[config.mk]
export PLATFORM = sky130hd
export DESIGN_NAME = array_linked_list_engine
export DESIGN_NICKNAME = d
export VERILOG_FILES = /design/src/sv/alle_pkg.sv /design/src/sv/alle_store.sv /design/src/sv/array_linked_list_engine.sv
export SDC_FILE = /design/constraint.sdc
export NUM_CORES = 1
export LEC_CHECK = 0
export BUFFER_PORTS_ARGS = -buffer_cell sky130_fd_sc_hd__clkbuf_2
export CAP_MARGIN = 20
export CORE_UTILIZATION = 49
export DETAILED_ROUTE_END_ITERATION = 16
export HOLD_SLACK_MARGIN = 0.06
export PLACE_DENSITY = 0.68
export SLEW_MARGIN = 30
export SYNTH_ARGS = -nofsm -noshare
export SYNTH_HDL_FRONTEND = slang
export SYNTH_SLANG_ARGS = --single-unit
[constraint.sdc]
create_clock -name clk -period 4.32 [get_ports clk]
set_input_delay 0.216 -clock clk [delete_from_list [all_inputs] [get_ports clk]]
set_output_delay 0.216 -clock clk [all_outputs]
set_load 0.1 [all_outputs]
[src/sv/alle_pkg.sv]
// ----------------------------------------------------------------------------
// Linked list engine package
// Shared defaults, operation codes and transaction payload types.
// ----------------------------------------------------------------------------
package alle_pkg;

  // Defaults for the top level parameters
  localparam int CAPACITY_DEF   = 16;
  localparam int DATA_WIDTH_DEF = 32;

  // Operation codes
  localparam logic [2:0] OP_INS_FRONT = 3'd0;
  localparam logic [2:0] OP_INS_BACK  = 3'd1;
  localparam logic [2:0] OP_REM_FRONT = 3'd2;
  localparam logic [2:0] OP_REM_BACK  = 3'd3;
  localparam logic [2:0] OP_INS_AT    = 3'd4;
  localparam logic [2:0] OP_REM_AT    = 3'd5;
  localparam logic [2:0] OP_INS_ORD   = 3'd6;
  localparam logic [2:0] OP_CLEAR     = 3'd7;

  // Request transaction
  typedef struct packed {
    logic [2:0]  op;
    logic [31:0] value;
    logic [4:0]  position;
  } req_t;

  // Response transaction
  typedef struct packed {
    logic        ok;
    logic [31:0] removed_value;
    logic [4:0]  count;
  } rsp_t;

endpackage

[src/sv/alle_store.sv]
// ----------------------------------------------------------------------------
// Linked list slot store
// Value and link memories with one shared read address, registered read
// data and one write port each.
// ----------------------------------------------------------------------------
module alle_store #(
  parameter int CAPACITY   = alle_pkg::CAPACITY_DEF,
  parameter int DATA_WIDTH = alle_pkg::DATA_WIDTH_DEF,
  parameter int SW         = $clog2(CAPACITY + 1)
) (
  input  logic                  clk,
  input  logic [SW-1:0]         rd_addr,
  input  logic                  val_we,
  input  logic [SW-1:0]         val_waddr,
  input  logic [DATA_WIDTH-1:0] val_wdata,
  input  logic                  lnk_we,
  input  logic [SW-1:0]         lnk_waddr,
  input  logic [SW-1:0]         lnk_wdata,
  output logic [DATA_WIDTH-1:0] val_q,
  output logic [SW-1:0]         lnk_q
);

  localparam int AW = (CAPACITY > 1) ? $clog2(CAPACITY) : 1;

  logic [DATA_WIDTH-1:0] values [CAPACITY];
  logic [SW-1:0]         links  [CAPACITY];

  // Value memory
  always_ff @(posedge clk) begin
    if (val_we) begin
      values[val_waddr[AW-1:0]] <= val_wdata;
    end
    val_q <= values[rd_addr[AW-1:0]];
  end

  // Link memory
  always_ff @(posedge clk) begin
    if (lnk_we) begin
      links[lnk_waddr[AW-1:0]] <= lnk_wdata;
    end
    lnk_q <= links[rd_addr[AW-1:0]];
  end

endmodule

[src/sv/array_linked_list_engine.sv]
// ----------------------------------------------------------------------------
// Array linked list engine
// Singly linked list of fixed capacity kept in slot memories, with a free list.
// ----------------------------------------------------------------------------
// Usage:
//   req (req_valid/req_ready) carries op, value and position. One request is
//   worked on at a time; req_ready is high only while the sequencer is idle.
//   rsp (rsp_valid/rsp_ready) returns ok, removed_value and the element count
//   after the request. The response sits in an output register, so the next
//   request is taken while it waits for the receiver.
//   Positional, ordered and back removals walk the list one link per cycle
//   through the single memory read port.
//   Unused slots are handed out from a recycled chain first, then from a fill
//   counter, so reset and clear need no clearing pass over the memories.
//   Reset (rst, synchronous) empties the list. When the receiver stalls, the
//   finished response holds and the sequencer waits before loading the next.
// ----------------------------------------------------------------------------
module array_linked_list_engine #(
  parameter int CAPACITY   = alle_pkg::CAPACITY_DEF,
  parameter int DATA_WIDTH = alle_pkg::DATA_WIDTH_DEF
) (
  input  logic           clk,
  input  logic           rst,
  input  logic           req_valid,
  output logic           req_ready,
  input  alle_pkg::req_t req,
  output logic           rsp_valid,
  input  logic           rsp_ready,
  output alle_pkg::rsp_t rsp
);

  localparam int SW = $clog2(CAPACITY + 1);
  localparam logic [SW-1:0] NONE = SW'(CAPACITY);

  // Sequencer states
  localparam logic [3:0] S_IDLE   = 4'd0;
  localparam logic [3:0] S_DECODE = 4'd1;
  localparam logic [3:0] S_ALLOC  = 4'd2;
  localparam logic [3:0] S_LINK2  = 4'd3;
  localparam logic [3:0] S_RF     = 4'd4;
  localparam logic [3:0] S_RB     = 4'd5;
  localparam logic [3:0] S_WALK   = 4'd6;
  localparam logic [3:0] S_RMID   = 4'd7;
  localparam logic [3:0] S_GIVE   = 4'd8;
  localparam logic [3:0] S_ORD_H  = 4'd9;
  localparam logic [3:0] S_ORD_T  = 4'd10;
  localparam logic [3:0] S_OWALK  = 4'd11;
  localparam logic [3:0] S_FINISH = 4'd12;

  // Operation modes
  localparam logic [2:0] M_FRONT = 3'd0;
  localparam logic [2:0] M_BACK  = 3'd1;
  localparam logic [2:0] M_MID   = 3'd2;
  localparam logic [2:0] M_RMID  = 3'd3;
  localparam logic [2:0] M_RBACK = 3'd4;

  logic [3:0]            state, state_next;
  logic [2:0]            mode, mode_next;
  logic [2:0]            op_r, op_r_next;
  logic [DATA_WIDTH-1:0] v_r, v_r_next;
  logic [4:0]            p_r, p_r_next;
  logic [SW-1:0]         head, head_next;
  logic [SW-1:0]         tail, tail_next;
  logic [SW-1:0]         free_head, free_head_next;
  logic [SW-1:0]         fresh, fresh_next;
  logic [SW-1:0]         cnt, cnt_next;
  logic [SW-1:0]         cur, cur_next;
  logic [SW-1:0]         nxt, nxt_next;
  logic [SW-1:0]         newslot, newslot_next;
  logic [SW-1:0]         k, k_next;
  logic [SW-1:0]         tgt, tgt_next;
  logic [DATA_WIDTH-1:0] rv, rv_next;
  logic                  ok_r, ok_r_next;

  logic [SW-1:0]         rd_addr;
  logic                  val_we;
  logic [SW-1:0]         val_waddr;
  logic [DATA_WIDTH-1:0] val_wdata;
  logic                  lnk_we;
  logic [SW-1:0]         lnk_waddr;
  logic [SW-1:0]         lnk_wdata;
  logic [DATA_WIDTH-1:0] val_q;
  logic [SW-1:0]         lnk_q;
  logic                  load_rsp;

  alle_store #(
    .CAPACITY   (CAPACITY),
    .DATA_WIDTH (DATA_WIDTH),
    .SW         (SW)
  ) u_store (
    .clk       (clk),
    .rd_addr   (rd_addr),
    .val_we    (val_we),
    .val_waddr (val_waddr),
    .val_wdata (val_wdata),
    .lnk_we    (lnk_we),
    .lnk_waddr (lnk_waddr),
    .lnk_wdata (lnk_wdata),
    .val_q     (val_q),
    .lnk_q     (lnk_q)
  );

  assign req_ready = (state == S_IDLE);
  assign load_rsp  = (state == S_FINISH) && (!rsp_valid || rsp_ready);

  // Sequencer
  always_comb begin
    logic          full;
    logic          empty;
    logic          stop;
    logic [SW-1:0] slot;
    full  = (cnt == NONE);
    empty = (cnt == '0);
    stop  = 1'b0;
    slot  = '0;

    state_next     = state;
    mode_next      = mode;
    op_r_next      = op_r;
    v_r_next       = v_r;
    p_r_next       = p_r;
    head_next      = head;
    tail_next      = tail;
    free_head_next = free_head;
    fresh_next     = fresh;
    cnt_next       = cnt;
    cur_next       = cur;
    nxt_next       = nxt;
    newslot_next   = newslot;
    k_next         = k;
    tgt_next       = tgt;
    rv_next        = rv;
    ok_r_next      = ok_r;
    rd_addr        = head;
    val_we         = 1'b0;
    val_waddr      = newslot;
    val_wdata      = v_r;
    lnk_we         = 1'b0;
    lnk_waddr      = cur;
    lnk_wdata      = NONE;

    unique case (state)
      S_IDLE: begin
        if (req_valid) begin
          op_r_next  = req.op;
          v_r_next   = DATA_WIDTH'(req.value);
          p_r_next   = req.position;
          state_next = S_DECODE;
        end
      end

      // Check for failure and pick the path
      S_DECODE: begin
        rv_next    = '0;
        ok_r_next  = 1'b0;
        state_next = S_FINISH;
        cur_next   = head;
        nxt_next   = head;
        k_next     = '0;
        tgt_next   = SW'(p_r) - SW'(1);
        unique case (op_r)
          alle_pkg::OP_INS_FRONT: begin
            if (!full) begin
              mode_next  = M_FRONT;
              rd_addr    = free_head;
              state_next = S_ALLOC;
            end
          end
          alle_pkg::OP_INS_BACK: begin
            if (!full) begin
              mode_next  = M_BACK;
              cur_next   = tail;
              rd_addr    = free_head;
              state_next = S_ALLOC;
            end
          end
          alle_pkg::OP_REM_FRONT: begin
            if (!empty) begin
              state_next = S_RF;
            end
          end
          alle_pkg::OP_REM_BACK: begin
            if (!empty) begin
              rd_addr    = tail;
              state_next = S_RB;
            end
          end
          alle_pkg::OP_INS_AT: begin
            if (!full && !(p_r > cnt)) begin
              if (p_r == '0) begin
                mode_next  = M_FRONT;
                rd_addr    = free_head;
                state_next = S_ALLOC;
              end else if (p_r == cnt) begin
                mode_next  = M_BACK;
                cur_next   = tail;
                rd_addr    = free_head;
                state_next = S_ALLOC;
              end else begin
                mode_next  = M_MID;
                state_next = S_WALK;
              end
            end
          end
          alle_pkg::OP_REM_AT: begin
            if (p_r < cnt) begin
              if (p_r == '0) begin
                state_next = S_RF;
              end else if (p_r == cnt - SW'(1)) begin
                rd_addr    = tail;
                state_next = S_RB;
              end else begin
                mode_next  = M_RMID;
                state_next = S_WALK;
              end
            end
          end
          alle_pkg::OP_INS_ORD: begin
            if (!full) begin
              if (empty) begin
                mode_next  = M_FRONT;
                rd_addr    = free_head;
                state_next = S_ALLOC;
              end else begin
                state_next = S_ORD_H;
              end
            end
          end
          alle_pkg::OP_CLEAR: begin
            head_next      = NONE;
            tail_next      = NONE;
            free_head_next = NONE;
            fresh_next     = '0;
            cnt_next       = '0;
            ok_r_next      = 1'b1;
          end
        endcase
      end

      // Take a slot: recycled chain first, else the fill counter
      S_ALLOC: begin
        if (free_head != NONE) begin
          slot           = free_head;
          free_head_next = lnk_q;
        end else begin
          slot       = fresh;
          fresh_next = fresh + SW'(1);
        end
        newslot_next = slot;
        val_we       = 1'b1;
        val_waddr    = slot;
        lnk_we       = 1'b1;
        lnk_waddr    = slot;
        cnt_next     = cnt + SW'(1);
        ok_r_next    = 1'b1;
        state_next   = S_FINISH;
        unique case (mode)
          M_FRONT: begin
            lnk_wdata = head;
            head_next = slot;
            if (tail == NONE) begin
              tail_next = slot;
            end
          end
          M_BACK: begin
            lnk_wdata = NONE;
            tail_next = slot;
            if (cur == NONE) begin
              head_next = slot;
            end else begin
              state_next = S_LINK2;
            end
          end
          default: begin
            lnk_wdata  = nxt;
            state_next = S_LINK2;
          end
        endcase
      end

      // Hook the new slot in after its predecessor
      S_LINK2: begin
        lnk_we     = 1'b1;
        lnk_waddr  = cur;
        lnk_wdata  = newslot;
        state_next = S_FINISH;
      end

      // Front removal: memory holds the head slot
      S_RF: begin
        rv_next   = val_q;
        head_next = lnk_q;
        if (lnk_q == NONE) begin
          tail_next = NONE;
        end
        state_next = S_GIVE;
      end

      // Back removal: memory holds the tail slot
      S_RB: begin
        rv_next  = val_q;
        nxt_next = tail;
        if (head == tail) begin
          head_next  = NONE;
          tail_next  = NONE;
          state_next = S_GIVE;
        end else begin
          cur_next   = head;
          mode_next  = M_RBACK;
          state_next = S_WALK;
        end
      end

      // Walk one link per cycle; lnk_q is the successor of cur
      S_WALK: begin
        stop = (mode == M_RBACK) ? (lnk_q == tail) : (k == tgt);
        if (stop) begin
          unique case (mode)
            M_MID: begin
              nxt_next   = lnk_q;
              rd_addr    = free_head;
              state_next = S_ALLOC;
            end
            M_RMID: begin
              nxt_next   = lnk_q;
              rd_addr    = lnk_q;
              state_next = S_RMID;
            end
            default: begin
              tail_next  = cur;
              lnk_we     = 1'b1;
              lnk_waddr  = cur;
              lnk_wdata  = NONE;
              state_next = S_GIVE;
            end
          endcase
        end else begin
          cur_next = lnk_q;
          k_next   = k + SW'(1);
          rd_addr  = lnk_q;
        end
      end

      // Unlink a middle slot
      S_RMID: begin
        rv_next    = val_q;
        lnk_we     = 1'b1;
        lnk_waddr  = cur;
        lnk_wdata  = lnk_q;
        state_next = S_GIVE;
      end

      // Return the removed slot to the recycled chain
      S_GIVE: begin
        lnk_we         = 1'b1;
        lnk_waddr      = nxt;
        lnk_wdata      = free_head;
        free_head_next = nxt;
        cnt_next       = cnt - SW'(1);
        ok_r_next      = 1'b1;
        state_next     = S_FINISH;
      end

      // Ordered insert: compare against the head
      S_ORD_H: begin
        if (v_r < val_q) begin
          mode_next  = M_FRONT;
          rd_addr    = free_head;
          state_next = S_ALLOC;
        end else begin
          nxt_next   = lnk_q;
          rd_addr    = tail;
          state_next = S_ORD_T;
        end
      end

      // Ordered insert: compare against the tail
      S_ORD_T: begin
        if (!(v_r < val_q)) begin
          mode_next  = M_BACK;
          cur_next   = tail;
          rd_addr    = free_head;
          state_next = S_ALLOC;
        end else begin
          rd_addr    = nxt;
          state_next = S_OWALK;
        end
      end

      // Ordered walk: memory holds slot nxt, the successor of cur
      S_OWALK: begin
        if (v_r < val_q) begin
          mode_next  = M_MID;
          rd_addr    = free_head;
          state_next = S_ALLOC;
        end else begin
          cur_next = nxt;
          nxt_next = lnk_q;
          rd_addr  = lnk_q;
        end
      end

      S_FINISH: begin
        if (load_rsp) begin
          state_next = S_IDLE;
        end
      end

      default: begin
        state_next = S_IDLE;
      end
    endcase
  end

  // Control registers
  always_ff @(posedge clk) begin
    if (rst) begin
      state     <= S_IDLE;
      head      <= NONE;
      tail      <= NONE;
      free_head <= NONE;
      fresh     <= '0;
      cnt       <= '0;
      rsp_valid <= 1'b0;
    end else begin
      state     <= state_next;
      head      <= head_next;
      tail      <= tail_next;
      free_head <= free_head_next;
      fresh     <= fresh_next;
      cnt       <= cnt_next;
      if (load_rsp) begin
        rsp_valid <= 1'b1;
      end else if (rsp_ready) begin
        rsp_valid <= 1'b0;
      end
    end
  end

  // Working and payload registers
  always_ff @(posedge clk) begin
    mode    <= mode_next;
    op_r    <= op_r_next;
    v_r     <= v_r_next;
    p_r     <= p_r_next;
    cur     <= cur_next;
    nxt     <= nxt_next;
    newslot <= newslot_next;
    k       <= k_next;
    tgt     <= tgt_next;
    rv      <= rv_next;
    ok_r    <= ok_r_next;
    if (load_rsp) begin
      rsp.ok            <= ok_r;
      rsp.removed_value <= 32'(rv);
      rsp.count         <= 5'(cnt);
    end
  end

`ifndef SYNTHESIS
  a_cnt_range: assert property (@(posedge clk) disable iff (rst) cnt <= NONE)
    else $error("element count above capacity");

  a_ends_agree: assert property (@(posedge clk) disable iff (rst)
    (head == NONE) == (tail == NONE))
    else $error("head and tail disagree on empty list");

  a_empty_head: assert property (@(posedge clk) disable iff (rst)
    (state == S_IDLE) |-> ((cnt == '0) == (head == NONE)))
    else $error("count and head disagree");

  a_fail_zero: assert property (@(posedge clk) disable iff (rst)
    rsp_valid && !rsp.ok |-> rsp.removed_value == '0)
    else $error("failed transaction carries a removed value");

  a_accept_decode: assert property (@(posedge clk) disable iff (rst)
    req_valid && req_ready |=> state == S_DECODE)
    else $error("accepted transaction not decoded");
`endif

endmodule

==> metrics.csv, run 1 <==
stage,metric,value,unit
synthesis,synth_edf_count,727,
timing,report.final.hold_viol_count,0,
drt,post_drt_via_cell_ratio,6.08,
finish,layout-drive-gt1-share,17.4,%
clocking,cts_made_buffers,82,
clocking,cts.path.max_buffers,3,
pwr,seq_power_share,38.3,%
clocking,clkTransAtPathRegs,0.07,ns
timing,report.final.slew_viol_count,0,
synthesis,synth.distinct_cells,83,
clocking,insertion_delay,0.65,ns
drt,vias,20300,
grt,grt_max_degree,42,
clocking,htree_levels,3,
clocking,tritoncts,built,
grt,antenna_found_initial,0,
finish,final_area,38700,um^2
run_status,status,"finished, final reports clean",
floorplanning,die_h,260,um
pwr,irDropWorstVdd,467,uV
place,gp_congestion,1.01,
worst_setup_path,worstReg2RegEnd,u_store.lnk_q[2]$_DFF_P_,
synthesis,syn_area,32600,um^2
drt,routed_wl,86.8,mm
place,dp.cells,3140,
timing,setup_ws,0.0618,ns
synthesis,yosys_most_used_dff,edfxtp_1,
synthesis,synth_area_per_cell,15.2,um^2
synthesis,yosys-top-cells-area,"edfxtp_1 (67%), mux2i_1 (9.4%), dfxtp_1 (4.4%), o22ai_1 (3.0%), ha_1 (1.6%)",
pwr,power_frac_comb,35.4,%
timing,fin_skew,0.0319,ns
synthesis,synth.top_cell.area_share,66.9,%
timing,finalSetupTns,0,ns
worst_setup_path,startpoint_type,flip-flop,
place,placed_cell_area,35400,um^2
drt,drt_pass1_iterations,8,
worst_setup_path,end_kind,flip-flop,
worst_setup_path,crit_arrival,4.75,ns
timing,worst_slew_pin_slew,0.869,ns
finish,insertedDiodeCount,0,
drt,wl_per_cell,26.0,um
timing,fin_crit,4.26,ns
hold_path,hold_end,state[0]$_SDFFE_PP0P_,
hold_path,hold_path_depth,5,
worst_setup_path,crit_path_max_fanout,19,
finish,final_nets,2488,
hold_path,hp-start,req_valid,
timing,setup_violations,0,
floorplanning,dieArea,67600,um^2
floorplanning,fp.dieW,260,um
run,maxCapViolCount,0,
timing,max_freq,235,MHz
pwr,clockPowerShare,26.3,%
drt,antenna_left,0,
pwr,p_int,0.0177,W
floorplanning,start_util,49.5,%
finish,area_growth,18.5,%
place,io_buffers,83,
grt,gr-total-overflow,0,
worst_setup_path,r2r_setup_slack,0.06,ns
place,hpwl,52.0,mm
worst_setup_path,r2r-start,v_r[15]$_DFFE_PP_,
clocking,cts_sinks,798,
pwr,p_per_area,703,nW/um^2
worst_setup_path,required,4.81,ns
pwr,netSwitchingPower,0.00947,W
worst_setup_path,crit_type,flip-flop to flip-flop,
timing,fin_crit_sh,98.6,%
synthesis,ys_seq_area_share,71.3,%
clocking,cts_root_buffer,clkbuf_16,
pwr,finalPower,0.0272,W
synthesis,synth_seq_cells,798,
pwr,switching_share,34.9,%
grt,grtUsageTotal,25.6,%
floorplanning,rows,94,
timing,relSlewSlack,41.9,%
drt,drtIter0Drc,1850,
grt,grt_pass1_wl,126,mm
synthesis,yosysWarnings,0,
synthesis,synth_nets,2234,
synthesis,postSynthCellCount,2149,
hold_path,hp-class,input pin to flip-flop,
floorplanning,design.core.area,65900,um^2
synthesis,async_reset_ff_share,0,%
grt,grt_pass1_vias,19900,
drt,post-route-drc-count,0,
worst_setup_path,r2r_cells,14,
finish,final_cells,3334,
pwr,p_leak,14.5,nW
floorplanning,pin_count,84,
place,preCtsSetupSlack,0.135,ns
synthesis,yosysTopAreaCell,edfxtp_1,
## metal layers
layer	track usage (%)	routed length [um]	up-vias	share of wire (%)
li1	-	-	8972	-
met1	35.7	36400	10100	42
met2	40.3	40500	1017	47
met3	4.37	7090	186	8.2
met4	9.55	2780	0	3.2
met5	0	0	-	0
## cells by family (layout without fill, tap and decap cells)
| group | after synthesis | after routing | synth area share, % |
|---|---|---|---|
| adder cells (fa/ha/maj) | 41 | 41 | 1.57 |
| AO/OA/AOI/OAI | 396 | 396 | 8.19 |
| flip-flops | 798 | 798 | 71.3 |
| buffers and inverters | 170 | 491 | 2.33 |
| XOR/XNOR | 32 | 32 | 0.882 |
| multiplexers | 307 | 307 | 9.42 |
| AND/OR/NAND/NOR | 405 | 405 | 6.35 |
## synth_stat cells, types with 7 or more instances
cell,n
o211ai_1,9
a221o_1,10
buf_2,37
o22ai_1,157
a221oi_1,8
inv_1,51
nand2_1,79
a22oi_1,13
a21oi_1,71
nand2b_1,18
o21ai_0,40
dfxtp_1,71
buf_1,14
edfxtp_1,727
xor2_1,14
clkbuf_1,50
ha_1,41
nor3_1,60
buf_4,10
mux2i_1,306
xnor2_1,17
o21a_1,7
a211oi_1,14
nor3b_1,8
nand4_1,14
nor2_1,122
or4_1,37
nand3_1,21
## power by group through the flow
stage	registers [W]	clock network [W]	logic, W
2_1_floorplan	0.0107	0	0.00581
3_3_place_gp	0.0105	0	0.00922
3_5_place_dp	0.0106	0	0.00941
4_1_cts	0.0104	0.00724	0.00948
5_1_grt	0.0105	0.00753	0.0102
6_report	0.0104	0.00714	0.00960
## per-stage QoR
stage,hold slack [ns],util (%)
4_1_cts,0.151,58.6
2_1_floorplan,0.315,-
3_3_place_gp,0.393,53.7
5_1_grt,0.209,58.7
6_report,0.207,58.7
3_5_place_dp,0.395,53.8
## area by class of cell
class	count	area, um^2
fill	4995	27200
sequential	798	23300
multi-input combinational	1181	8810
timing repair buffer	287	2560
clock buffer	101	2210
tap	864	1080
clock inverter	50	542
inverter	53	199
## placed cells by master, fill, tap and decap left out, types with 7 or more instances in the layout
master,n
nand2b_1,17
bufinv_16,7
buf_12,36
clkinv_1,14
a221oi_1,8
clkbuf_1,11
ha_1,41
inv_6,7
edfxtp_1,727
o22ai_1,157
nor2_1,105
a21oi_1,71
nor3b_1,7
a22oi_1,13
nor2_4,17
clkbuf_2,83
clkinv_2,10
dlygate4sd3_1,41
o211ai_1,9
clkbuf_8,7
inv_1,51
nand4_1,14
nand2_1,79
buf_4,124
nor3_1,57
dfxtp_1,71
o21ai_0,39
a221o_1,10
clkbuf_16,84
a211oi_1,14
xnor2_1,17
or4_1,37
xor2_1,14
nand3_1,21
mux2i_1,306
## what timing repair did
item | 4_1_cts | 5_1_grt
hold buffers | 41 | 0
gates resized for setup | 0 | 7
endpoints found under the setup margin | 0 | 36
hold endpoints to repair | 41 | 0
setup buffers | 0 | 1
## flip-flops by register name, summed over array words and instances (netlist names), 32 cells and up
signal,count
u_store.values,512
v_r,32
u_store.val_q,32
rv,32
rsp,38
u_store.links,80
## how the worst max path moves through the flow
stage	from	endpoint	slack [ns]	depth (start not counted)
detailed placement	v_r[15]$_DFFE_PP_	u_store.val_q[10]$_DFF_P_	0.14	14
finish	v_r[15]$_DFFE_PP_	u_store.lnk_q[2]$_DFF_P_	0.06	14
global placement	v_r[17]$_DFFE_PP_	u_store.val_q[7]$_DFF_P_	0.23	13
CTS	v_r[15]$_DFFE_PP_	u_store.lnk_q[1]$_DFF_P_	0.1	13
floorplan	state[2]$_SDFFE_PP0P_	rsp[0]$_DFFE_PP_	0.24	4
global route	v_r[15]$_DFFE_PP_	u_store.lnk_q[2]$_DFF_P_	-0.004	15
## worst max-delay path: stages, from the launching register on
cell and delay [ns]:
edfxtp_1 0.46, ha_1 0.34, nand4_1 0.22, nor3_1 0.10
buf_4 0.16, a311o_1 0.37, o21a_2 0.30, o21ai_0 0.20
o2111ai_1 0.23, a221o_1 0.46, buf_4 0.18, o211ai_4 0.16
buf_12 0.24, o22ai_1 0.11, or4_1 0.54
(Power assumes the default switching activity.)
==> run 2, diff against run 1 <==
--- a/config.mk
+++ b/config.mk
@@ -8,9 +8,11 @@
 export BUFFER_PORTS_ARGS = -buffer_cell sky130_fd_sc_hd__clkbuf_2
 export CAP_MARGIN = 20
 export CORE_UTILIZATION = 49
+export CTS_BUF_LIST = sky130_fd_sc_hd__clkbuf_8
 export DETAILED_ROUTE_END_ITERATION = 16
 export HOLD_SLACK_MARGIN = 0.06
 export PLACE_DENSITY = 0.68
+export SKIP_LAST_GASP = 1
 export SLEW_MARGIN = 30
 export SYNTH_ARGS = -nofsm -noshare
 export SYNTH_HDL_FRONTEND = slang
==> metrics.csv, run 2 (synthesis gave the netlist of run 1 again) <==
stage,metric,value,unit,change
floorplanning,rows,94,,unchanged
floorplanning,design.core.area,65900,um^2,unchanged
floorplanning,fp.dieW,260,um,unchanged
timing,fin_crit,4.23,ns,was 4.26 ns
worst_setup_path,required,4.93,ns,was 4.81 ns
timing,fin_crit_sh,98.0,%,was 98.6%
worst_setup_path,end_kind,flip-flop,,unchanged
clocking,cts_root_buffer,clkbuf_8,,was clkbuf_16
pwr,p_leak,14.8,nW,was 14.5 nW
finish,final_cell_mix,"edfxtp_1 (727), mux2i_1 (306), o22ai_1 (157), clkbuf_8 (150), buf_4 (129)",,"was edfxtp_1 (727), mux2i_1 (306), o22ai_1 (157), buf_4 (124), nor2_1 (105)"
run_status,status,"finished, final reports clean",,unchanged
finish,final_nets,2551,,was 2488
finish,fill_cells,5084,,was 4995
worst_setup_path,worst-path-stages,15,,was 14
floorplanning,dieArea,67600,um^2,unchanged
pwr,irDropWorstVdd,395,uV,was 467 uV
place,hpwl,52.0,mm,unchanged
pwr,finalPower,0.0265,W,was 0.0272 W
floorplanning,start_util,49.5,%,unchanged
timing,fin_skew,0.0538,ns,was 0.0319 ns
clocking,htree_levels,4,,was 3
worst_setup_path,crit_path_max_fanout,10,,was 19
clocking,cts.path.max_buffers,3,,unchanged
worst_setup_path,crit_path_cell_trace,ha_1 -> nand4_1 -> nor3_1 -> buf_4 -> a311o_2 -> o21a_2 -> o21ai_0 -> o2111ai_2 -> a221o_1 -> buf_4 -> o211ai_4 -> buf_12 -> buf_12 -> o22ai_1 -> or4_1,,was ha_1 -> nand4_1 -> nor3_1 -> buf_4 -> a311o_1 -> o21a_2 -> o21ai_0 -> o2111ai_1 -> a221o_1 -> buf_4 -> o211ai_4 -> buf_12 -> o22ai_1 -> or4_1
worst_setup_path,cp_slowest_stage_delay,0.54,ns,about the same
place,dp.cells,3140,,unchanged
finish,finish.utilization,58.7,%,about the same
finish,area_growth,18.4,%,was 18.5%
timing,relSlewSlack,41.1,%,was 41.9%
worst_setup_path,startpoint_type,flip-flop,,unchanged
finish,layout-drive-gt1-share,19.1,%,was 17.4%
timing,report.final.slew_viol_count,0,,unchanged
worst_setup_path,crit_family,compound AO/OA/AOI/OAI gates,,unchanged
timing,max_freq,236,MHz,was 235 MHz
pwr,p_per_area,685,nW/um^2,was 703 nW/um^2
drt,vias,20600,,was 20300
drt,antenna_left,0,,unchanged
run,maxCapViolCount,0,,unchanged
timing,hold_ws,0.151,ns,was 0.207 ns
floorplanning,pin_count,84,,unchanged
clocking,tritoncts,built,,unchanged
grt,grtUsageTotal,25.9,%,was 25.6%
timing,finalSetupTns,0,ns,unchanged
drt,post_drt_via_cell_ratio,5.99,,was 6.08
place,gp_congestion,1.01,,unchanged
floorplanning,die_h,260,um,unchanged
worst_setup_path,r2r_cells,15,,was 14
clocking,cts_sinks,798,,unchanged
timing,report.final.hold_viol_count,0,,unchanged
grt,grt_pass1_vias,20300,,was 19900
clocking,cts_made_buffers,132,,was 82
grt,grt_max_degree,42,,unchanged
grt,gr-total-overflow,0,,unchanged
drt,routed_wl,88.0,mm,was 86.8 mm
drt,wl_per_cell,25.6,um,was 26.0 um
finish,largest_reg_flops,512,,unchanged
finish,final_common_cell,edfxtp_1,,unchanged
grt,grt_pass1_wl,128,mm,was 126 mm
grt,antenna_found_initial,1,,was 0
drt,drt_pass1_iterations,8,,unchanged
finish,final_cells,3437,,was 3334
clocking,insertion_delay,0.78,ns,was 0.65 ns
worst_setup_path,crit_arrival,4.84,ns,was 4.75 ns
worst_setup_path,crit_type,flip-flop to flip-flop,,unchanged
worst_setup_path,critical-path-slowest-cell,or4_1,,unchanged
timing,setup_violations,0,,unchanged
worst_setup_path,path_buf_inv,4,,was 3
hold_path,hp-class,input pin to flip-flop,,unchanged
timing,worst_slew_pin_slew,0.881,ns,was 0.869 ns
place,io_buffers,83,,unchanged
drt,drtIter0Drc,1970,,was 1850
timing,grt_setup_unrepaired,no,,
hold_path,hold_path_depth,2,,was 5
clocking,clkTransAtPathRegs,0.06,ns,was 0.07 ns
drt,post-route-drc-count,0,,unchanged
==> run 2: report_power, final <==
group | internal, W | leakage [nW] | switching, W
clock | 0.00343 | 1.48 | 0.00295
sequential | 0.00985 | 7.18 | 0.000579
combinational | 0.00376 | 6.11 | 0.00590
total | 0.0170 | 14.8 | 0.00943
==> run 2: final timing paths <==
path                  startpoint                  endpoint  slack (ns)
max            v_r[15]$_DFFE_PP_  u_store.lnk_q[2]$_DFF_P_        0.09
min                      req[39]         op_r[2]$_DFFE_PP_        0.15
max reg2reg    v_r[15]$_DFFE_PP_  u_store.lnk_q[2]$_DFF_P_        0.09
min reg2reg  rv[4]$_SDFFCE_PN0P_          rsp[9]$_DFFE_PP_        0.42
==> run 2: area by class of cell <==
class	count	area, um^2	area share, %
tap	864	1080	2.80
clock inverter	89	514	1.33
timing repair buffer	300	2700	6.99
multi-input combinational	1181	8830	22.8
clock buffer	150	2060	5.34
inverter	53	199	0.515
sequential	798	23300	60.2
antenna	2	5.00	0.0130
==> run 2: layer usage <==
metal | wire length [um] | part of all wire, % | track usage, %
met1 | 37000 | 42 | 35.8
met2 | 41000 | 47 | 40.5
met3 | 7070 | 8.0 | 5.20
met4 | 2850 | 3.2 | 10.3
met5 | 0 | 0 | 0
==> run 2: through the flow <==
stage	area, um^2	setup WS, ns
after floorplan	32600	0.244
after global placement	35400	0.230
after detailed placement	35400	0.135
after CTS	38500	0.109
after global routing	38600	0.0128
final	38600	0.0853
==> run 2: timing repair <==
item | CTS | global route
resized for setup | 0 | 10
endpoints found under the hold margin | 56 | 0
buffers inserted | 0 | 7
hold buffers | 45 | 0
endpoints found under the setup margin | 0 | 35
